==> src/hdl/gmc_pkg.sv <==
// Shared types and constants of the multi-column time-series compressor.
package gmc_pkg;

    // Default number of value columns the block can track.
    localparam int MAX_COLUMNS_DEF = 16;

    // Field widths of items and registers.
    localparam int REQ_W      = 2;
    localparam int TS_W       = 64;
    localparam int VAL_W      = 64;
    localparam int COL_W      = 4;
    localparam int CHUNK_W    = 64;
    localparam int LEN_W      = 7;
    localparam int NCOL_W     = 5;
    localparam int FDW_W      = 6;
    localparam int CFG_IDX_W  = 2;
    localparam int CFG_DATA_W = 6;

    // Depth of the queue between the classifier and the encoder.
    localparam int QUEUE_DEPTH = 4;

    // Configuration register indexes.
    localparam logic [CFG_IDX_W-1:0] CFG_NUM_COLUMNS       = 2'd0;
    localparam logic [CFG_IDX_W-1:0] CFG_FIRST_DELTA_WIDTH = 2'd1;

    // Request kinds on the input stream.
    localparam logic [REQ_W-1:0] REQ_OPEN  = 2'd0;
    localparam logic [REQ_W-1:0] REQ_ROW   = 2'd1;
    localparam logic [REQ_W-1:0] REQ_VALUE = 2'd2;
    localparam logic [REQ_W-1:0] REQ_CLOSE = 2'd3;

    // Encoding operations handed from the classifier to the encoder.
    typedef enum logic [2:0] {
        OP_HEADER,
        OP_FIRST_TIME,
        OP_TIME,
        OP_FIRST_VALUE,
        OP_VALUE,
        OP_CLOSE
    } t_op_code;

    // One queued operation. For timestamps data holds the delta, for the
    // header the start time, for values the raw value bits.
    typedef struct packed {
        t_op_code          op;
        logic [TS_W-1:0]   data;
        logic [COL_W-1:0]  col;
    } t_op;

endpackage

==> src/hdl/gmc_front.sv <==
// Front end: accepts items, keeps the row timing state and classifies items.
module gmc_front #(
    parameter int MAX_COLUMNS = gmc_pkg::MAX_COLUMNS_DEF
) (
    input  logic                          i_clk,
    input  logic                          i_rst_n,
    input  logic                          i_valid,
    output logic                          o_ready,
    input  logic [gmc_pkg::REQ_W-1:0]     i_req_type,
    input  logic [gmc_pkg::TS_W-1:0]      i_timestamp,
    input  logic [gmc_pkg::VAL_W-1:0]     i_value_bits,
    input  logic [gmc_pkg::COL_W-1:0]     i_column,
    input  logic                          i_cfg_valid,
    output logic                          o_cfg_ready,
    input  logic [gmc_pkg::CFG_IDX_W-1:0] i_cfg_index,
    input  logic [gmc_pkg::CFG_DATA_W-1:0] i_cfg_data,
    input  logic                          i_q_full,
    output logic                          o_q_push,
    output gmc_pkg::t_op                  o_q_item,
    output logic [gmc_pkg::FDW_W-1:0]     o_fdw
);

    // Wide enough for the column register and for MAX_COLUMNS itself.
    localparam int CW = $clog2(MAX_COLUMNS + 32);
    localparam logic [gmc_pkg::FDW_W-1:0] FDW_MAX = 6'd32;

    logic [gmc_pkg::NCOL_W-1:0] r_num_columns;
    logic [gmc_pkg::FDW_W-1:0]  r_fdw;
    logic [gmc_pkg::TS_W-1:0]   r_block_start;
    logic [gmc_pkg::TS_W-1:0]   r_prev_time;
    logic                       r_first_row_pending;
    logic                       r_in_first_row;

    logic                       accept;
    logic                       push;
    logic                       col_ok;
    logic [CW-1:0]              ncol_cfg;
    logic [CW-1:0]              ncol_eff;
    logic [gmc_pkg::TS_W-1:0]   base;
    logic [gmc_pkg::TS_W-1:0]   delta;
    gmc_pkg::t_op               item;

    assign o_ready     = !i_q_full;
    assign o_cfg_ready = 1'b1;
    assign accept      = i_valid && o_ready;

    assign ncol_cfg = CW'(r_num_columns);
    assign ncol_eff = (ncol_cfg == '0) ? CW'(1) :
                      (ncol_cfg > CW'(MAX_COLUMNS)) ? CW'(MAX_COLUMNS) : ncol_cfg;
    assign col_ok   = CW'(i_column) < ncol_eff;

    assign o_fdw = (r_fdw == '0) ? 6'd1 : (r_fdw > FDW_MAX) ? FDW_MAX : r_fdw;

    // The first row measures from the block start, later rows from the last row.
    assign base  = r_first_row_pending ? r_block_start : r_prev_time;
    assign delta = i_timestamp - base;

    always_comb begin
        push      = 1'b1;
        item.op   = gmc_pkg::OP_CLOSE;
        item.data = i_timestamp;
        item.col  = i_column;
        unique case (i_req_type)
            gmc_pkg::REQ_OPEN: begin
                item.op = gmc_pkg::OP_HEADER;
            end
            gmc_pkg::REQ_ROW: begin
                item.op   = r_first_row_pending ? gmc_pkg::OP_FIRST_TIME : gmc_pkg::OP_TIME;
                item.data = delta;
            end
            gmc_pkg::REQ_VALUE: begin
                item.op   = r_in_first_row ? gmc_pkg::OP_FIRST_VALUE : gmc_pkg::OP_VALUE;
                item.data = i_value_bits;
                push      = col_ok && !r_first_row_pending;
            end
            default: begin
                item.op = gmc_pkg::OP_CLOSE;
            end
        endcase
    end

    assign o_q_push = accept && push;
    assign o_q_item = item;

    always_ff @(posedge i_clk) begin
        if (!i_rst_n) begin
            r_num_columns       <= 5'd1;
            r_fdw               <= 6'd14;
            r_block_start       <= '0;
            r_prev_time         <= '0;
            r_first_row_pending <= 1'b1;
            r_in_first_row      <= 1'b0;
        end else begin
            if (i_cfg_valid) begin
                unique case (i_cfg_index)
                    gmc_pkg::CFG_NUM_COLUMNS:       r_num_columns <= i_cfg_data[gmc_pkg::NCOL_W-1:0];
                    gmc_pkg::CFG_FIRST_DELTA_WIDTH: r_fdw         <= i_cfg_data;
                    default: ;
                endcase
            end
            if (accept) begin
                unique case (i_req_type)
                    gmc_pkg::REQ_OPEN: begin
                        r_block_start       <= i_timestamp;
                        r_prev_time         <= '0;
                        r_first_row_pending <= 1'b1;
                        r_in_first_row      <= 1'b0;
                    end
                    gmc_pkg::REQ_ROW: begin
                        r_prev_time         <= i_timestamp;
                        r_first_row_pending <= 1'b0;
                        r_in_first_row      <= r_first_row_pending;
                    end
                    default: ;
                endcase
            end
        end
    end

endmodule

==> src/hdl/gmc_fifo.sv <==
// Short queue of classified operations between the front end and the encoder.
module gmc_fifo (
    input  logic         i_clk,
    input  logic         i_rst_n,
    input  logic         i_push,
    input  gmc_pkg::t_op i_item,
    output logic         o_full,
    input  logic         i_pop,
    output logic         o_empty,
    output gmc_pkg::t_op o_head
);

    localparam int PTR_W = (gmc_pkg::QUEUE_DEPTH > 1) ? $clog2(gmc_pkg::QUEUE_DEPTH) : 1;
    localparam int CNT_W = $clog2(gmc_pkg::QUEUE_DEPTH + 1);

    gmc_pkg::t_op     r_mem [gmc_pkg::QUEUE_DEPTH];
    logic [PTR_W-1:0] r_wr;
    logic [PTR_W-1:0] r_rd;
    logic [CNT_W-1:0] r_count;

    assign o_full  = r_count == CNT_W'(gmc_pkg::QUEUE_DEPTH);
    assign o_empty = r_count == '0;
    assign o_head  = r_mem[r_rd];

    always_ff @(posedge i_clk) begin
        if (i_push) begin
            r_mem[r_wr] <= i_item;
        end
    end

    always_ff @(posedge i_clk) begin
        if (!i_rst_n) begin
            r_wr    <= '0;
            r_rd    <= '0;
            r_count <= '0;
        end else begin
            if (i_push) begin
                r_wr <= (r_wr == PTR_W'(gmc_pkg::QUEUE_DEPTH - 1)) ? '0 : r_wr + PTR_W'(1);
            end
            if (i_pop) begin
                r_rd <= (r_rd == PTR_W'(gmc_pkg::QUEUE_DEPTH - 1)) ? '0 : r_rd + PTR_W'(1);
            end
            if (i_push && !i_pop) begin
                r_count <= r_count + CNT_W'(1);
            end else if (i_pop && !i_push) begin
                r_count <= r_count - CNT_W'(1);
            end
        end
    end

    a_no_push_full: assert property (@(posedge i_clk) disable iff (!i_rst_n)
        i_push |-> !o_full)
        else $error("queue written while full");

    a_no_pop_empty: assert property (@(posedge i_clk) disable iff (!i_rst_n)
        i_pop |-> !o_empty)
        else $error("queue read while empty");

endmodule

==> src/hdl/gmc_back.sv <==
// Encoder: XOR and zero counting stage, chunk forming stage and output register.
module gmc_back #(
    parameter int MAX_COLUMNS = gmc_pkg::MAX_COLUMNS_DEF
) (
    input  logic                        i_clk,
    input  logic                        i_rst_n,
    input  logic                        i_q_empty,
    input  gmc_pkg::t_op                i_q_head,
    output logic                        o_q_pop,
    input  logic [gmc_pkg::FDW_W-1:0]   i_fdw,
    output logic                        o_valid,
    input  logic                        i_ready,
    output logic [gmc_pkg::CHUNK_W-1:0] o_bits,
    output logic [gmc_pkg::LEN_W-1:0]   o_len,
    output logic                        o_last
);

    localparam int IDX_W = (MAX_COLUMNS > 1) ? $clog2(MAX_COLUMNS) : 1;

    localparam logic [63:0] PFX_7    = 64'h02 << 7;
    localparam logic [63:0] PFX_9    = 64'h06 << 9;
    localparam logic [63:0] PFX_12   = 64'h0E << 12;
    localparam logic [63:0] PFX_32   = 64'h0F << 32;
    localparam logic [63:0] TRAILER  = (64'h0F << 33) | (64'hFFFF_FFFF << 1);
    localparam logic [63:0] CTRL_NEW = 64'h3 << 11;
    localparam logic [63:0] CTRL_OLD = 64'h2;
    localparam logic [4:0]  LEAD_CAP = 5'd31;

    function automatic logic [3:0] lzc8(input logic [7:0] b);
        logic [3:0] n;
        logic       done;
        n    = 4'd0;
        done = 1'b0;
        for (int i = 7; i >= 0; i--) begin
            if (!done && !b[i]) n = n + 4'd1;
            else done = 1'b1;
        end
        return n;
    endfunction

    // Leading zeros of a 64-bit word as eight byte counts and a group pick.
    function automatic logic [6:0] lzc64(input logic [63:0] x);
        logic [6:0] n;
        logic       done;
        logic [3:0] g;
        n    = 7'd0;
        done = 1'b0;
        for (int k = 7; k >= 0; k--) begin
            g = lzc8(x[k*8 +: 8]);
            if (!done) begin
                n = n + {3'd0, g};
                if (g != 4'd8) done = 1'b1;
            end
        end
        return n;
    endfunction

    function automatic logic [6:0] tzc64(input logic [63:0] x);
        logic [63:0] r;
        for (int i = 0; i < 64; i++) r[i] = x[63 - i];
        return lzc64(r);
    endfunction

    // Stores: previous values and per-column windows.
    logic [63:0]            r_prev_mem [MAX_COLUMNS];
    logic [4:0]             r_wl_mem [MAX_COLUMNS];
    logic [5:0]             r_wt_mem [MAX_COLUMNS];
    logic [MAX_COLUMNS-1:0] r_wv;

    // Evaluate stage.
    logic                   r_e_valid;
    gmc_pkg::t_op           r_e;
    logic [63:0]            r_e_prev;
    logic [63:0]            r_prev_delta;

    // Chunk stage.
    logic                   r_c_valid;
    gmc_pkg::t_op_code      r_c_op;
    logic [63:0]            r_c_data;
    logic                   r_c_zero;
    logic [6:0]             r_c_lz;
    logic [6:0]             r_c_tz;
    logic [IDX_W-1:0]       r_c_idx;
    logic                   r_c_second;
    logic [4:0]             r_wl_rd;
    logic [5:0]             r_wt_rd;
    logic [63:0]            r_pay;
    logic [6:0]             r_pay_len;

    // Output register.
    logic                   r_o_valid;
    logic [63:0]            r_o_bits;
    logic [6:0]             r_o_len;
    logic                   r_o_last;

    logic [IDX_W-1:0]       q_idx;
    logic [IDX_W-1:0]       e_idx;
    logic                   e_move;
    logic [63:0]            dod;
    logic [31:0]            zz_low;
    logic [63:0]            x;
    logic [63:0]            n_c_data;
    logic                   n_c_zero;

    logic                   o_free;
    logic                   two;
    logic                   c_emit;
    logic                   c_done;
    logic                   c_take;
    logic [4:0]             lzc;
    logic                   eq;
    logic [5:0]             tz_adj;
    logic [63:0]            x_adj;
    logic                   reuse;
    logic [5:0]             shamt;
    logic [6:0]             sig;
    logic [63:0]            payload;
    logic [31:0]            low;
    logic [63:0]            f_bits;
    logic [6:0]             f_len;

    assign q_idx   = IDX_W'(i_q_head.col);
    assign e_idx   = IDX_W'(r_e.col);
    assign e_move  = r_e_valid && c_take;
    assign o_q_pop = !i_q_empty && (!r_e_valid || e_move);

    // Evaluate: delta-of-delta with zigzag, or XOR with zero counts.
    assign dod    = r_e.data - r_prev_delta;
    assign zz_low = {dod[30:0], 1'b0} ^ {32{dod[63]}};
    assign x      = r_e_prev ^ r_e.data;

    always_comb begin
        case (r_e.op)
            gmc_pkg::OP_TIME:  n_c_data = {32'd0, zz_low};
            gmc_pkg::OP_VALUE: n_c_data = x;
            default:           n_c_data = r_e.data;
        endcase
        n_c_zero = (r_e.op == gmc_pkg::OP_TIME) ? (dod == '0) : (x == '0);
    end

    // The previous value is read as an operation enters evaluate and is replaced
    // at the same edge, so the next value of the same column sees the new one.
    always_ff @(posedge i_clk) begin
        if (o_q_pop) begin
            r_e      <= i_q_head;
            r_e_prev <= r_prev_mem[q_idx];
            if (i_q_head.op == gmc_pkg::OP_VALUE || i_q_head.op == gmc_pkg::OP_FIRST_VALUE) begin
                r_prev_mem[q_idx] <= i_q_head.data;
            end
        end
        if (e_move) begin
            r_c_op   <= r_e.op;
            r_c_data <= n_c_data;
            r_c_zero <= n_c_zero;
            r_c_lz   <= lzc64(x);
            r_c_tz   <= tzc64(x);
            r_c_idx  <= e_idx;
            r_wl_rd  <= r_wl_mem[e_idx];
            r_wt_rd  <= r_wt_mem[e_idx];
        end
    end

    // Chunk forming for a changed value.
    assign lzc     = (r_c_lz > 7'd31) ? LEAD_CAP : r_c_lz[4:0];
    assign eq      = {2'd0, lzc} == r_c_tz;
    assign tz_adj  = eq ? 6'd1 : r_c_tz[5:0];
    assign x_adj   = eq ? {r_c_data[63:1], 1'b0} : r_c_data;
    assign reuse   = r_wv[r_c_idx] && (lzc >= r_wl_rd) && (tz_adj >= r_wt_rd);
    assign shamt   = reuse ? r_wt_rd : tz_adj;
    assign sig     = 7'd64 - {2'd0, (reuse ? r_wl_rd : lzc)} - {1'd0, shamt};
    assign payload = x_adj >> shamt;
    assign low     = r_c_data[31:0];

    always_comb begin
        f_bits = TRAILER;
        f_len  = 7'd37;
        case (r_c_op)
            gmc_pkg::OP_HEADER, gmc_pkg::OP_FIRST_VALUE: begin
                f_bits = r_c_data;
                f_len  = 7'd64;
            end
            gmc_pkg::OP_FIRST_TIME: begin
                f_bits = r_c_data & ~(64'hFFFF_FFFF_FFFF_FFFF << i_fdw);
                f_len  = {1'b0, i_fdw};
            end
            gmc_pkg::OP_TIME: begin
                if (r_c_zero) begin
                    f_bits = '0;
                    f_len  = 7'd1;
                end else if (low == '0 || low[31:12] != '0) begin
                    f_bits = PFX_32 | {32'd0, low};
                    f_len  = 7'd36;
                end else if (low[31:7] == '0) begin
                    f_bits = PFX_7 | {57'd0, low[6:0]};
                    f_len  = 7'd9;
                end else if (low[31:9] == '0) begin
                    f_bits = PFX_9 | {55'd0, low[8:0]};
                    f_len  = 7'd12;
                end else begin
                    f_bits = PFX_12 | {52'd0, low[11:0]};
                    f_len  = 7'd16;
                end
            end
            gmc_pkg::OP_VALUE: begin
                if (r_c_zero) begin
                    f_bits = '0;
                    f_len  = 7'd1;
                end else if (reuse) begin
                    f_bits = CTRL_OLD;
                    f_len  = 7'd2;
                end else begin
                    f_bits = CTRL_NEW | {53'd0, lzc, sig[5:0]};
                    f_len  = 7'd13;
                end
            end
            default: begin
                f_bits = TRAILER;
                f_len  = 7'd37;
            end
        endcase
    end

    assign o_free = !r_o_valid || i_ready;
    assign two    = (r_c_op == gmc_pkg::OP_VALUE) && !r_c_zero;
    assign c_emit = r_c_valid && o_free;
    assign c_done = c_emit && (!two || r_c_second);
    assign c_take = !r_c_valid || c_done;

    always_ff @(posedge i_clk) begin
        if (c_emit && !r_c_second && two) begin
            r_pay     <= payload;
            r_pay_len <= sig;
        end
        if (c_emit) begin
            r_o_bits <= r_c_second ? r_pay : f_bits;
            r_o_len  <= r_c_second ? r_pay_len : f_len;
            r_o_last <= r_c_second || !two;
        end
        if (c_emit && !r_c_second && two && !reuse) begin
            r_wl_mem[r_c_idx] <= lzc;
            r_wt_mem[r_c_idx] <= tz_adj;
        end
    end

    always_ff @(posedge i_clk) begin
        if (!i_rst_n) begin
            r_e_valid    <= 1'b0;
            r_c_valid    <= 1'b0;
            r_c_second   <= 1'b0;
            r_o_valid    <= 1'b0;
            r_prev_delta <= '0;
            r_wv         <= '0;
        end else begin
            if (o_q_pop) begin
                r_e_valid <= 1'b1;
            end else if (e_move) begin
                r_e_valid <= 1'b0;
            end
            if (e_move) begin
                r_c_valid <= 1'b1;
            end else if (c_done) begin
                r_c_valid <= 1'b0;
            end
            if (e_move && (r_e.op == gmc_pkg::OP_TIME || r_e.op == gmc_pkg::OP_FIRST_TIME)) begin
                r_prev_delta <= r_e.data;
            end
            if (c_done) begin
                r_c_second <= 1'b0;
            end else if (c_emit && two) begin
                r_c_second <= 1'b1;
            end
            if (c_emit) begin
                r_o_valid <= 1'b1;
            end else if (i_ready) begin
                r_o_valid <= 1'b0;
            end
            // A window that is not valid reads as leading 0, trailing 64.
            if (c_emit && !r_c_second) begin
                if (r_c_op == gmc_pkg::OP_HEADER) begin
                    r_wv <= '0;
                end else if (r_c_op == gmc_pkg::OP_FIRST_VALUE) begin
                    r_wv[r_c_idx] <= 1'b0;
                end else if (two && !reuse) begin
                    r_wv[r_c_idx] <= 1'b1;
                end
            end
        end
    end

    assign o_valid = r_o_valid;
    assign o_bits  = r_o_bits;
    assign o_len   = r_o_len;
    assign o_last  = r_o_last;

    a_second_is_value: assert property (@(posedge i_clk) disable iff (!i_rst_n)
        r_c_second |-> (r_c_valid && r_c_op == gmc_pkg::OP_VALUE && !r_c_zero))
        else $error("payload phase without a changed value");

    a_payload_len: assert property (@(posedge i_clk) disable iff (!i_rst_n)
        r_c_second |-> (r_pay_len != '0 && r_pay_len < 7'd64))
        else $error("payload length out of range");

    a_payload_last: assert property (@(posedge i_clk) disable iff (!i_rst_n)
        (c_emit && r_c_second) |=> (r_o_valid && r_o_last))
        else $error("payload chunk not marked last");

    a_window_fits: assert property (@(posedge i_clk) disable iff (!i_rst_n)
        (c_emit && !r_c_second && two && !reuse) |-> ({2'd0, lzc} + {1'd0, tz_adj} <= 7'd64))
        else $error("new window wider than the word");

endmodule

==> src/hdl/gorilla_multi_column_compressor_top.sv <==
// Top level of the multi-column time-series compressor with stream ports.
// Path: an accepted item is written into the queue, then passes the evaluate stage,
// the chunk stage and the output register, where its first chunk becomes valid.
// Throughput: one item per cycle for items that give one chunk while the output is
// ready; a changed column value gives a control and a payload chunk, so it holds the
// chunk stage for both. The output register has a single chunk port, which sets the rate.
// Reset: synchronous, active low; clears timing state, queue, stages and the window
// valid bits at once, so items are accepted as soon as reset is released.
module gorilla_multi_column_compressor_top #(
    parameter int MAX_COLUMNS = gmc_pkg::MAX_COLUMNS_DEF
) (
    input  logic         i_clk,
    input  logic         i_rst_n,
    // Input items.
    input  logic         s_axis_tvalid,
    output logic         s_axis_tready,
    // tdata from bit 0: timestamp[63:0], value_bits[127:64], column[131:128],
    // zero fill [135:132].
    input  logic [135:0] s_axis_tdata,
    // tuser from bit 0: req_type[1:0].
    input  logic [1:0]   s_axis_tuser,
    // Result items.
    output logic         m_axis_tvalid,
    input  logic         m_axis_tready,
    // tdata from bit 0: chunk_bits[63:0], chunk_length[70:64], zero fill [71].
    output logic [71:0]  m_axis_tdata,
    output logic         m_axis_tlast,
    // Configuration writes.
    input  logic                             i_cfg_valid,
    output logic                             o_cfg_ready,
    input  logic [gmc_pkg::CFG_IDX_W-1:0]    i_cfg_index,
    input  logic [gmc_pkg::CFG_DATA_W-1:0]   i_cfg_data
);

    logic                        q_push;
    logic                        q_full;
    logic                        q_pop;
    logic                        q_empty;
    gmc_pkg::t_op                q_item;
    gmc_pkg::t_op                q_head;
    logic [gmc_pkg::FDW_W-1:0]   fdw;
    logic [gmc_pkg::CHUNK_W-1:0] out_bits;
    logic [gmc_pkg::LEN_W-1:0]   out_len;

    // The front end keeps the row timing state, drops values that cannot be
    // coded (column out of range, or no row opened yet) and turns each item
    // into one encoding operation.
    gmc_front #(
        .MAX_COLUMNS (MAX_COLUMNS)
    ) u_front (
        .i_clk        (i_clk),
        .i_rst_n      (i_rst_n),
        .i_valid      (s_axis_tvalid),
        .o_ready      (s_axis_tready),
        .i_req_type   (s_axis_tuser),
        .i_timestamp  (s_axis_tdata[63:0]),
        .i_value_bits (s_axis_tdata[127:64]),
        .i_column     (s_axis_tdata[131:128]),
        .i_cfg_valid  (i_cfg_valid),
        .o_cfg_ready  (o_cfg_ready),
        .i_cfg_index  (i_cfg_index),
        .i_cfg_data   (i_cfg_data),
        .i_q_full     (q_full),
        .o_q_push     (q_push),
        .o_q_item     (q_item),
        .o_fdw        (fdw)
    );

    // The queue lets the front end keep accepting while the encoder is busy with
    // a payload chunk or the output side stalls.
    gmc_fifo u_fifo (
        .i_clk   (i_clk),
        .i_rst_n (i_rst_n),
        .i_push  (q_push),
        .i_item  (q_item),
        .o_full  (q_full),
        .i_pop   (q_pop),
        .o_empty (q_empty),
        .o_head  (q_head)
    );

    // The encoder owns the previous values, the delta-of-delta history and the
    // per-column windows, and forms the chunks in stream order.
    gmc_back #(
        .MAX_COLUMNS (MAX_COLUMNS)
    ) u_back (
        .i_clk     (i_clk),
        .i_rst_n   (i_rst_n),
        .i_q_empty (q_empty),
        .i_q_head  (q_head),
        .o_q_pop   (q_pop),
        .i_fdw     (fdw),
        .o_valid   (m_axis_tvalid),
        .i_ready   (m_axis_tready),
        .o_bits    (out_bits),
        .o_len     (out_len),
        .o_last    (m_axis_tlast)
    );

    assign m_axis_tdata = {1'b0, out_len, out_bits};

endmodule

==> config.mk <==
export PLATFORM = sky130hd
export DESIGN_NAME = gorilla_multi_column_compressor_top
export DESIGN_NICKNAME = d
export VERILOG_FILES = /design/src/hdl/gmc_pkg.sv /design/src/hdl/gmc_front.sv /design/src/hdl/gmc_fifo.sv /design/src/hdl/gmc_back.sv /design/src/hdl/gorilla_multi_column_compressor_top.sv
export SDC_FILE = /design/constraint.sdc
export NUM_CORES = 2
export LEC_CHECK = 0
export BUFFER_PORTS_ARGS = -buffer_cell sky130_fd_sc_hd__buf_4
export CORE_MARGIN = 2
export CORE_UTILIZATION = 50
export DETAILED_ROUTE_END_ITERATION = 12
export PLACE_DENSITY = 0.68
export SYNTH_ARGS = -nofsm -noshare
export SYNTH_HDL_FRONTEND = slang
export SYNTH_SLANG_ARGS = --single-unit
==> constraint.sdc <==
create_clock -name i_clk -period 14.2 [get_ports i_clk]
set_input_delay 2.13 -clock i_clk [delete_from_list [all_inputs] [get_ports i_clk]]
set_output_delay 2.13 -clock i_clk [all_outputs]
set_load 0.02 [all_outputs]
After elaboration in Yosys (flattened, before gate mapping)
Memory sizes are Yosys's and may differ from the RTL's. A register that Yosys moved wholly into a read port is not among the register bits.
Index checks and enable logic that the tools add are counted.
{"block": "word_totals", "regBits": 532, "ram_bits": 1484, "output_inout_bits": 76, "word_cells": 1176, "mem_count": 4}
{"memory": "u_back.r_prev_mem", "words": 16, "width": 64, "read_ports": 1, "rd_clocked_by_memory_dff": 1, "wr": 1, "line": "gmc_back.sv:65", "source": "logic [63:0] r_prev_mem [MAX_COLUMNS];"}
{"memory": "u_fifo.r_mem", "words": 4, "width": 71, "read_ports": 1, "rd_clocked_by_memory_dff": 1, "wr": 1, "line": "gmc_fifo.sv:16", "source": "gmc_pkg::t_op r_mem [gmc_pkg::QUEUE_DEPTH];"}
{"memory": "u_back.r_wt_mem", "words": 16, "width": 6, "read_ports": 1, "rd_clocked_by_memory_dff": 1, "wr": 1, "line": "gmc_back.sv:67", "source": "logic [5:0] r_wt_mem [MAX_COLUMNS];"}
{"memory": "u_back.r_wl_mem", "words": 16, "width": 5, "read_ports": 1, "rd_clocked_by_memory_dff": 1, "wr": 1, "line": "gmc_back.sv:66", "source": "logic [4:0] r_wl_mem [MAX_COLUMNS];"}
{"block": "classes", "n_addsub": 134, "magnitude_cmp": 8, "eq_ne": 30, "shift": 2, "mux": 610, "bitwise": 8, "n_reduce_logical": 351}
{"cell": "2-to-1 mux 4 bit", "count": 241}
{"cell": "adder 4 x 1 -> 4 bit (second input constant)", "count": 112}
{"cell": "case mux 64 bit (2 select lines)", "count": 3}
{"cell": "2-to-1 mux 64 bit", "count": 5}
{"cell": "2-to-1 mux 1 bit", "count": 298}
{"cell": "case mux 64 bit (4 select lines)", "count": 1}
{"cell": "2-to-1 mux 7 bit", "count": 33}
{"cell": "zero test 1 bit", "count": 188}
{"cell": "logical AND 1 bit", "count": 131}
{"cell": "zero test 64 bit", "count": 2}
{"cell": "subtractor 64 bit", "count": 2}
{"cell": "adder 7 x 4 -> 7 bit", "count": 14}
{"cell": "2-to-1 mux 16 bit", "count": 5}
{"cell": "AND 64 bit", "count": 1}
{"cell": "NOT 64 bit", "count": 1}
{"cell": "<< shifter 64 x 6 -> 64 bit (first input constant)", "count": 1}
{"cell": ">> shifter 64 x 6 -> 64 bit", "count": 1}
{"cell": "bitwise XOR 64 bit", "count": 1}
{"cell": "!= test 4 bit (second input constant)", "count": 14}
{"cell": "zero test 32 bit", "count": 1}
{"cell": "bitwise XOR 32 bit", "count": 1}
{"cell": "2-to-1 mux 6 bit", "count": 5}
{"cell": "case mux 7 bit (4 select lines)", "count": 1}
{"cell": "zero test 25 bit", "count": 1}
{"cell": "41 further kinds", "count": 80}

Depth between registers and ports, before layout
{"block": "depth", "ltp_word": 58, "depth_mapped": 51, "depth_no_buf": 51}

Hierarchy
Synthesis repeated with hierarchy kept, for this count alone.
{"block": "hier_totals", "hier_cells": 7633, "area_unflattened_um2": 103324.1}
{"module": "gmc_back", "instances": 1, "cells_per_inst": 5798, "area_each_um2": 81608.3, "seq_area_each_um2": 48977.0}
{"module": "gmc_front", "instances": 1, "cells_per_inst": 1418, "area_each_um2": 10925.5, "seq_area_each_um2": 2822.7}
{"module": "gmc_fifo", "instances": 1, "cells_per_inst": 415, "area_each_um2": 10779.1, "seq_area_each_um2": 8708.4}
{"module": "gorilla_multi_column_compressor_top", "instances": 1, "cells_per_inst": 2, "area_each_um2": 11.3, "seq_area_each_um2": 0.0}

Worst setup path before layout
Ideal clock, no wire load.
{"block": "synth_path", "path_kind": "input -> register", "from": "input m_axis_tready", "to": "memory u_back.r_prev_mem[3][0], enable pin", "arrival_time_ns": 14.947, "required_time_ns": 13.636, "slack_ns": -1.311, "cell_stages": 5, "cell_sequence": "nor2b_1 o21a_1 a21oi_1 nand4_1 nor3_1"}
{"block": "synth_via", "elab_chain_cells": 9}
{"element": "start: declaration", "line": "gorilla_multi_column_compressor_top.sv:24", "source": "input logic m_axis_tready,"}
{"element": "logical OR 1 bit", "line": "gmc_back.sv:223", "source": "assign o_free = !r_o_valid || i_ready;"}
{"element": "logical AND 1 bit", "line": "gmc_back.sv:225", "source": "assign c_emit = r_c_valid && o_free;"}
{"element": "logical AND 1 bit", "line": "gmc_back.sv:226", "source": "assign c_done = c_emit && (!two || r_c_second);"}
{"element": "logical OR 1 bit", "line": "gmc_back.sv:227", "source": "assign c_take = !r_c_valid || c_done;"}
{"element": "logical AND 1 bit", "line": "gmc_back.sv:124", "source": "assign e_move = r_e_valid && c_take;"}
{"element": "logical OR 1 bit", "line": "gmc_back.sv:125", "source": "assign o_q_pop = !i_q_empty && (!r_e_valid || e_move);"}
{"element": "logical AND 1 bit", "line": "gmc_back.sv:125"}
{"element": "net q_pop", "line": "gorilla_multi_column_compressor_top.sv:37", "source": "logic q_pop;"}
{"element": "2-to-1 mux 1 bit", "line": "gmc_back.sv:144", "source": "if (o_q_pop) begin"}
{"element": "2-to-1 mux 1 bit (not written as such)", "line": "gmc_back.sv:148", "source": "r_prev_mem[q_idx] <= i_q_head.data;"}
{"element": "end: declaration", "line": "gmc_back.sv:65"}
The timed path passes the listed nets, and every way through them passes these cells.

Final worst setup path
{"block": "layout_path", "from": "register u_back.r_e[15] (netlist bit)", "to": "register u_back.r_c_tz[6], data pin"}
{"block": "layout_via", "elab_chain_cells": 41}
{"element": "start: declaration", "line": "gmc_back.sv:72", "source": "gmc_pkg::t_op r_e;"}
{"element": "start signal: assignment", "line": "gmc_back.sv:145", "source": "r_e <= i_q_head;"}
{"element": "bitwise XOR 64 bit *", "line": "gmc_back.sv:130", "source": "assign x = r_e_prev ^ r_e.data;"}
{"element": "zero test 1 bit *", "line": "gmc_back.sv:35", "source": "if (!done && !b[i]) n = n + 4'd1;"}
{"element": "logical AND 1 bit *", "line": "gmc_back.sv:35"}
{"element": "branches (longest 16 deep; another with adder 4 x 1 -> 4 bit)"}
{"element": "2-to-1 mux 4 bit *", "line": "gmc_back.sv:35"}
{"element": "2-to-1 mux 4 bit *", "line": "gmc_back.sv:151", "source": "if (e_move) begin"}
{"element": "adder 7 x 4 -> 7 bit or != test 4 bit (tied branches)", "line": "gmc_back.sv:51, gmc_back.sv:52"}
{"element": "2-to-1 mux 7 bit or 2-to-1 mux 1 bit (tied branches)", "line": "gmc_back.sv:50, gmc_back.sv:52"}
{"element": "(+10 left out)"}
{"element": "adder 7 x 4 -> 7 bit", "line": "gmc_back.sv:51", "source": "n = n + {3'd0, g};"}
{"element": "2-to-1 mux 7 bit", "line": "gmc_back.sv:50", "source": "if (!done) begin"}
{"element": "2-to-1 mux 7 bit", "line": "gmc_back.sv:151"}
{"element": "adder 7 x 4 -> 7 bit", "line": "gmc_back.sv:51"}
{"element": "2-to-1 mux 7 bit", "line": "gmc_back.sv:50"}
{"element": "2-to-1 mux 7 bit", "line": "gmc_back.sv:151"}
{"element": "adder 7 x 4 -> 7 bit", "line": "gmc_back.sv:51"}
{"element": "2-to-1 mux 7 bit *", "line": "gmc_back.sv:50"}
{"element": "end signal: assignment", "line": "gmc_back.sv:156", "source": "r_c_tz <= tzc64(x);"}
{"element": "end: declaration", "line": "gmc_back.sv:82", "source": "logic [6:0] r_c_tz;"}
Mark *: on every way between the ends. The select of a mux whose other input is x is not followed.
A chain may end at the register's enable or synchronous reset.

==> impl.org <==
** Run status
- Run status :: finished clean

** Detailed routing
- Before antenna repair, the detailed router went through 8 iterations.
- Wires add up to 269,000 um.
- Wire length per cell :: 25.4 um
- Routed Antenna Nets :: 0
- Dividing the detail-routed via count by the number of cells gives 6.12.
- Total via count in the routed design :: 64,700
- For this block, the initial DRC count from the detailed router was 6,576.
- Residual DRC count :: 0

** Synth
- The share of the Yosys chip area taken by registers is 0.591.
- Cell Area, Synth :: 102,000 um2
- Syn Nets :: 8,020
- In this run, distinct cell masters in the synthesized netlist total 109.
- Synthesis produced 7,553 cells.
- Post-synth top flop :: sky130_fd_sc_hd__edfxtp_1
- Among all cell types in the netlist, the one instantiated most often is sky130_fd_sc_hd__edfxtp_1.
- Synthesis warning total :: 0
- Most frequent cells after synthesis :: sky130_fd_sc_hd__edfxtp_1 (1,859), sky130_fd_sc_hd__nand2_1 (773), sky130_fd_sc_hd__nor2_1 (510)
- Counting flops and latches in the post-synthesis netlist gives 2,093.
- In the synthesized netlist the async set-or-reset flop fraction comes to 0.
- Post-synth EDFFs :: 1,859
- Largest area contributor in the synthesized netlist :: sky130_fd_sc_hd__edfxtp_1
- In this run the mean area of a mapped cell was 13.6 um2.
- After synthesis, the cell types taking the most area are sky130_fd_sc_hd__edfxtp_1 (55%), sky130_fd_sc_hd__mux4_2 (9.9%), sky130_fd_sc_hd__dfxtp_1 (4.6%).
- Of the post-synthesis cell area, the dominant cell type holds 0.545.

** Worst setup path
- Critical path fanouts, max :: 6
- Data arrival time of the critical path :: 11,720 ps
- The startpoint identified for the worst register-to-register timing path is u_back.r_e[15].
- STA puts the critical path data required time at 14,760 ps.
- The critical path in this run is classified as reg -> reg.
- The slowest stage of the critical path is the sky130_fd_sc_hd__fa_1 cell.
- Longest individual stage delay on the worst path :: 550 ps
- The endpoint identified for the worst register-to-register timing path is u_back.r_c_tz[6].
- The worst setup path is captured at a register.
- Most frequent cell on the critical path :: sky130_fd_sc_hd__ha_1
- For the worst flop-to-flop path, the logic depth is 42.
- Reg2reg setup slack :: 3040 ps
- Nature of the critical path startpoint :: register

** CTS
- The H-tree was split into 4 levels.
- CTS saw 2,093 sinks.
- For this design, the CTS-stage hold fixing added 0 buffers.
- TritonCTS built the clock tree.
- Latest clock arrival within the worst-skew pair :: 900 ps
- TritonCTS buffer count :: 210
- The tree is rooted in a sky130_fd_sc_hd__clkbuf_16.
- Clock transition at the registers of the reported paths :: 70 ps
- The clock passes through at most 3 buffers.
- After clock tree synthesis, the repair step resized 0 gates.
- Setup Buffers After CTS :: 0

** Global route
- First-pass GRT wire length :: 402,000 um
- Via count of the first global-routing pass :: 63,900
- Entering global routing, the biggest net connects 118 pins.
- The initial antenna violation count is 14.
- In the global route stage, overall resource usage came out at 0.254.
- The total overflow left after global routing is 0.

** STA
- For the final database, setup skew stands at 92.6 ps.
- Final Critical Period :: 11,160 ps
- Of the available clock period, the critical path in the final layout requires 0.786.
- Final setup violating endpoints :: 0
- Max transition margin :: 0.134
- Timing would allow up to 0.0896 GHz.
- Summed over all failing endpoints, the final setup total negative slack is 0 ps.
- Setup repair after global routing left no endpoint under its margin.
- Worst hold slack across all endpoints :: 466 ps
- Slew at the pin closest to its max-slew limit :: 1290 ps
- The total count of max-transition violations in the final report was 0.
- The hold violation total from the final report is 0.

** Die
- DIE HEIGHT :: 457 um
- The die covers 208,000 um2.
- Count of boundary I/O pins :: 227
- In this run the standard cell core region covers 204,000 um2.
- DIE WIDTH :: 457 um
- The initial utilization of the core area, before any placement, comes to 0.502.
- Number of cell rows :: 166

** Place
- Count of input and output buffers :: 220
- Final weighted congestion of routability-driven global placement :: 0.937
- Hpwl dp :: 178,000 um

** Pwr
- Flop pwr share :: 0.335
- Of the total power, the share spent switching nets is 0.403.
- Power per Cell Area :: 238 nW/um2
- The internal portion of the total power is 16.2 mW.
- Power share of the combinational group :: 0.462
- The share of total power dissipated in the clock network is 0.203.
- The analysis attributes to cell leakage a power of 39.4 nW.
- Switching power :: 10.9 mW
- Largest voltage drop on the vdd net :: 160 uV

** Cells and area
- Layout filler cell count :: 16,200
- Relative area change from synthesis to final layout :: 11.2%
- Of the cells placed in the final design, the portion with a size suffix greater than 1 is 0.162.
- Layout Nets :: 8,177

** Hold path
- The tightest min-delay check is of the reg -> reg type.
- In this run the most critical hold path is launched from u_front.r_block_start[54].
- Counting instances, the worst hold path has a depth of 2.
- Capture endpoint of the worst hold path :: u_front.r_block_start[54]

** Job
- Count of max-cap constraint violations :: 0
-- worst max-delay path by stage --
stage / start / endpoint / slack (ps) / depth (start not counted)
3_3_place_gp: u_back.r_e[13] / u_back.r_c_tz[6] / 3250 / 44
3_5_place_dp: u_back.r_e[13] / u_back.r_c_tz[6] / 3120 / 44
2_1_floorplan: m_axis_tready / u_back.r_prev_mem[3][0] / 2220 / 5
6_report: u_back.r_e[15] / u_back.r_c_tz[6] / 3040 / 42
4_1_cts: u_back.r_e[13] / u_back.r_c_tz[6] / 3030 / 44
5_1_grt: u_back.r_e[13] / u_back.r_c_tz[6] / 2100 / 44
-- power groups by stage --
stage | registers, mW | logic (mW) | clock network (mW)
after detailed placement | 9.17 | 12.4 | 0
after global placement | 9.13 | 12.2 | 0
after CTS | 9.05 | 12.5 | 5.58
after global routing | 9.13 | 13.7 | 5.82
after floorplan | 8.86 | 8.90 | 0
final | 9.06 | 12.5 | 5.49
-- metal layers --
layer / vias to the layer above / global-route usage / wire, um
li1: 29200 / - / -
met2: 2420 / 0.418 / 130000
met1: 32700 / 0.347 / 113000
met3: 404 / 0.0399 / 17900
met4: 2 / 0.0797 / 8450
met5: - / 0 / 19
-- through the flow --
| step | power [mW] | setup WS [ps] | util | area, um2 | std cells |
|---|---|---|---|---|---|
| detailed placement | 21.6 | 3120 | 0.524 | 107000 | 10200 |
| CTS | 27.1 | 3030 | 0.558 | 114000 | 10600 |
| floorplan | 17.8 | 2220 | - | 102000 | 7553 |
| global placement | 21.3 | 3250 | 0.524 | 107000 | 10200 |
| finish | 27.1 | 3040 | 0.558 | 114000 | 10600 |
| global route | 28.6 | 2100 | 0.558 | 114000 | 10600 |
-- layout by cell type, fill, tap and decap left out, drive strengths merged, types with 17 or more instances in the layout --
cell type,n
inv,240
a21o,102
a221oi,59
edfxtp,1859
nor3,98
nor2,513
nor4,36
and2,56
a211oi,24
a21oi,297
ha,298
a2bb2oi,21
o31ai,21
nand4,46
a22oi,103
or3,26
o221ai,42
xor2,163
o21bai,30
nand3,74
clkinv,91
mux2,79
dfxtp,234
buf,316
nand2,774
and3,57
xnor2,211
mux2i,281
o21a,41
nand2b,43
nor2b,133
fa,18
o211ai,22
mux4,450
clkinvlp,17
o21ai,365
clkbuf,260
a31oi,26
a21boi,150
-- layout make-up --
type / count / area (um2) / share of cell area
sequential: 2093 / 60500 / 0.531
multi-input combinational: 4858 / 39800 / 0.350
clock buffer: 260 / 5520 / 0.0485
tap: 2688 / 3360 / 0.0295
timing repair buffer: 316 / 2390 / 0.0210
clock inverter: 133 / 1400 / 0.0123
inverter: 231 / 877 / 0.00770
antenna: 4 / 10.0 / 0.0000879
-- flip-flops by register name, summed over array words and instances, names as in the netlist, 16 cells and up, named ones only --
name / count
u_back.o_bits: 64
u_back.r_c_data: 64
u_back.r_e: 67
u_back.r_e_prev: 64
u_back.r_pay: 64
u_back.r_prev_delta: 64
u_back.r_prev_mem: 1024
u_back.r_wl_mem: 80
u_back.r_wt_mem: 96
u_back.r_wv: 16
u_fifo.r_mem: 284
u_front.r_block_start: 64
u_front.r_prev_time: 64
-- worst max-delay path: cells and delay by family, from the launching register on --
family | cells | cell delay [ps]
compound gates | 11 | 2450
xor+xnor | 6 | 1290
fa+ha+maj | 11 | 3820
buf+inv | 3 | 220
flops | 1 | 510
mux | 7 | 1520
simple gates | 4 | 990
-- kinds of logic after synthesis --
kind of cell	Yosys count	share of synthesized area
DFF	2093	0.591
muxes	810	0.135
adders and majority gates	316	0.0399
other	2	0.0000733
buffers and inverters	602	0.0227
and+or+nand+nor	1916	0.0856
AOI/OAI and AO/OA	1438	0.0926
xor gates and xnor gates	376	0.0332
(Power assumes the default switching activity.)
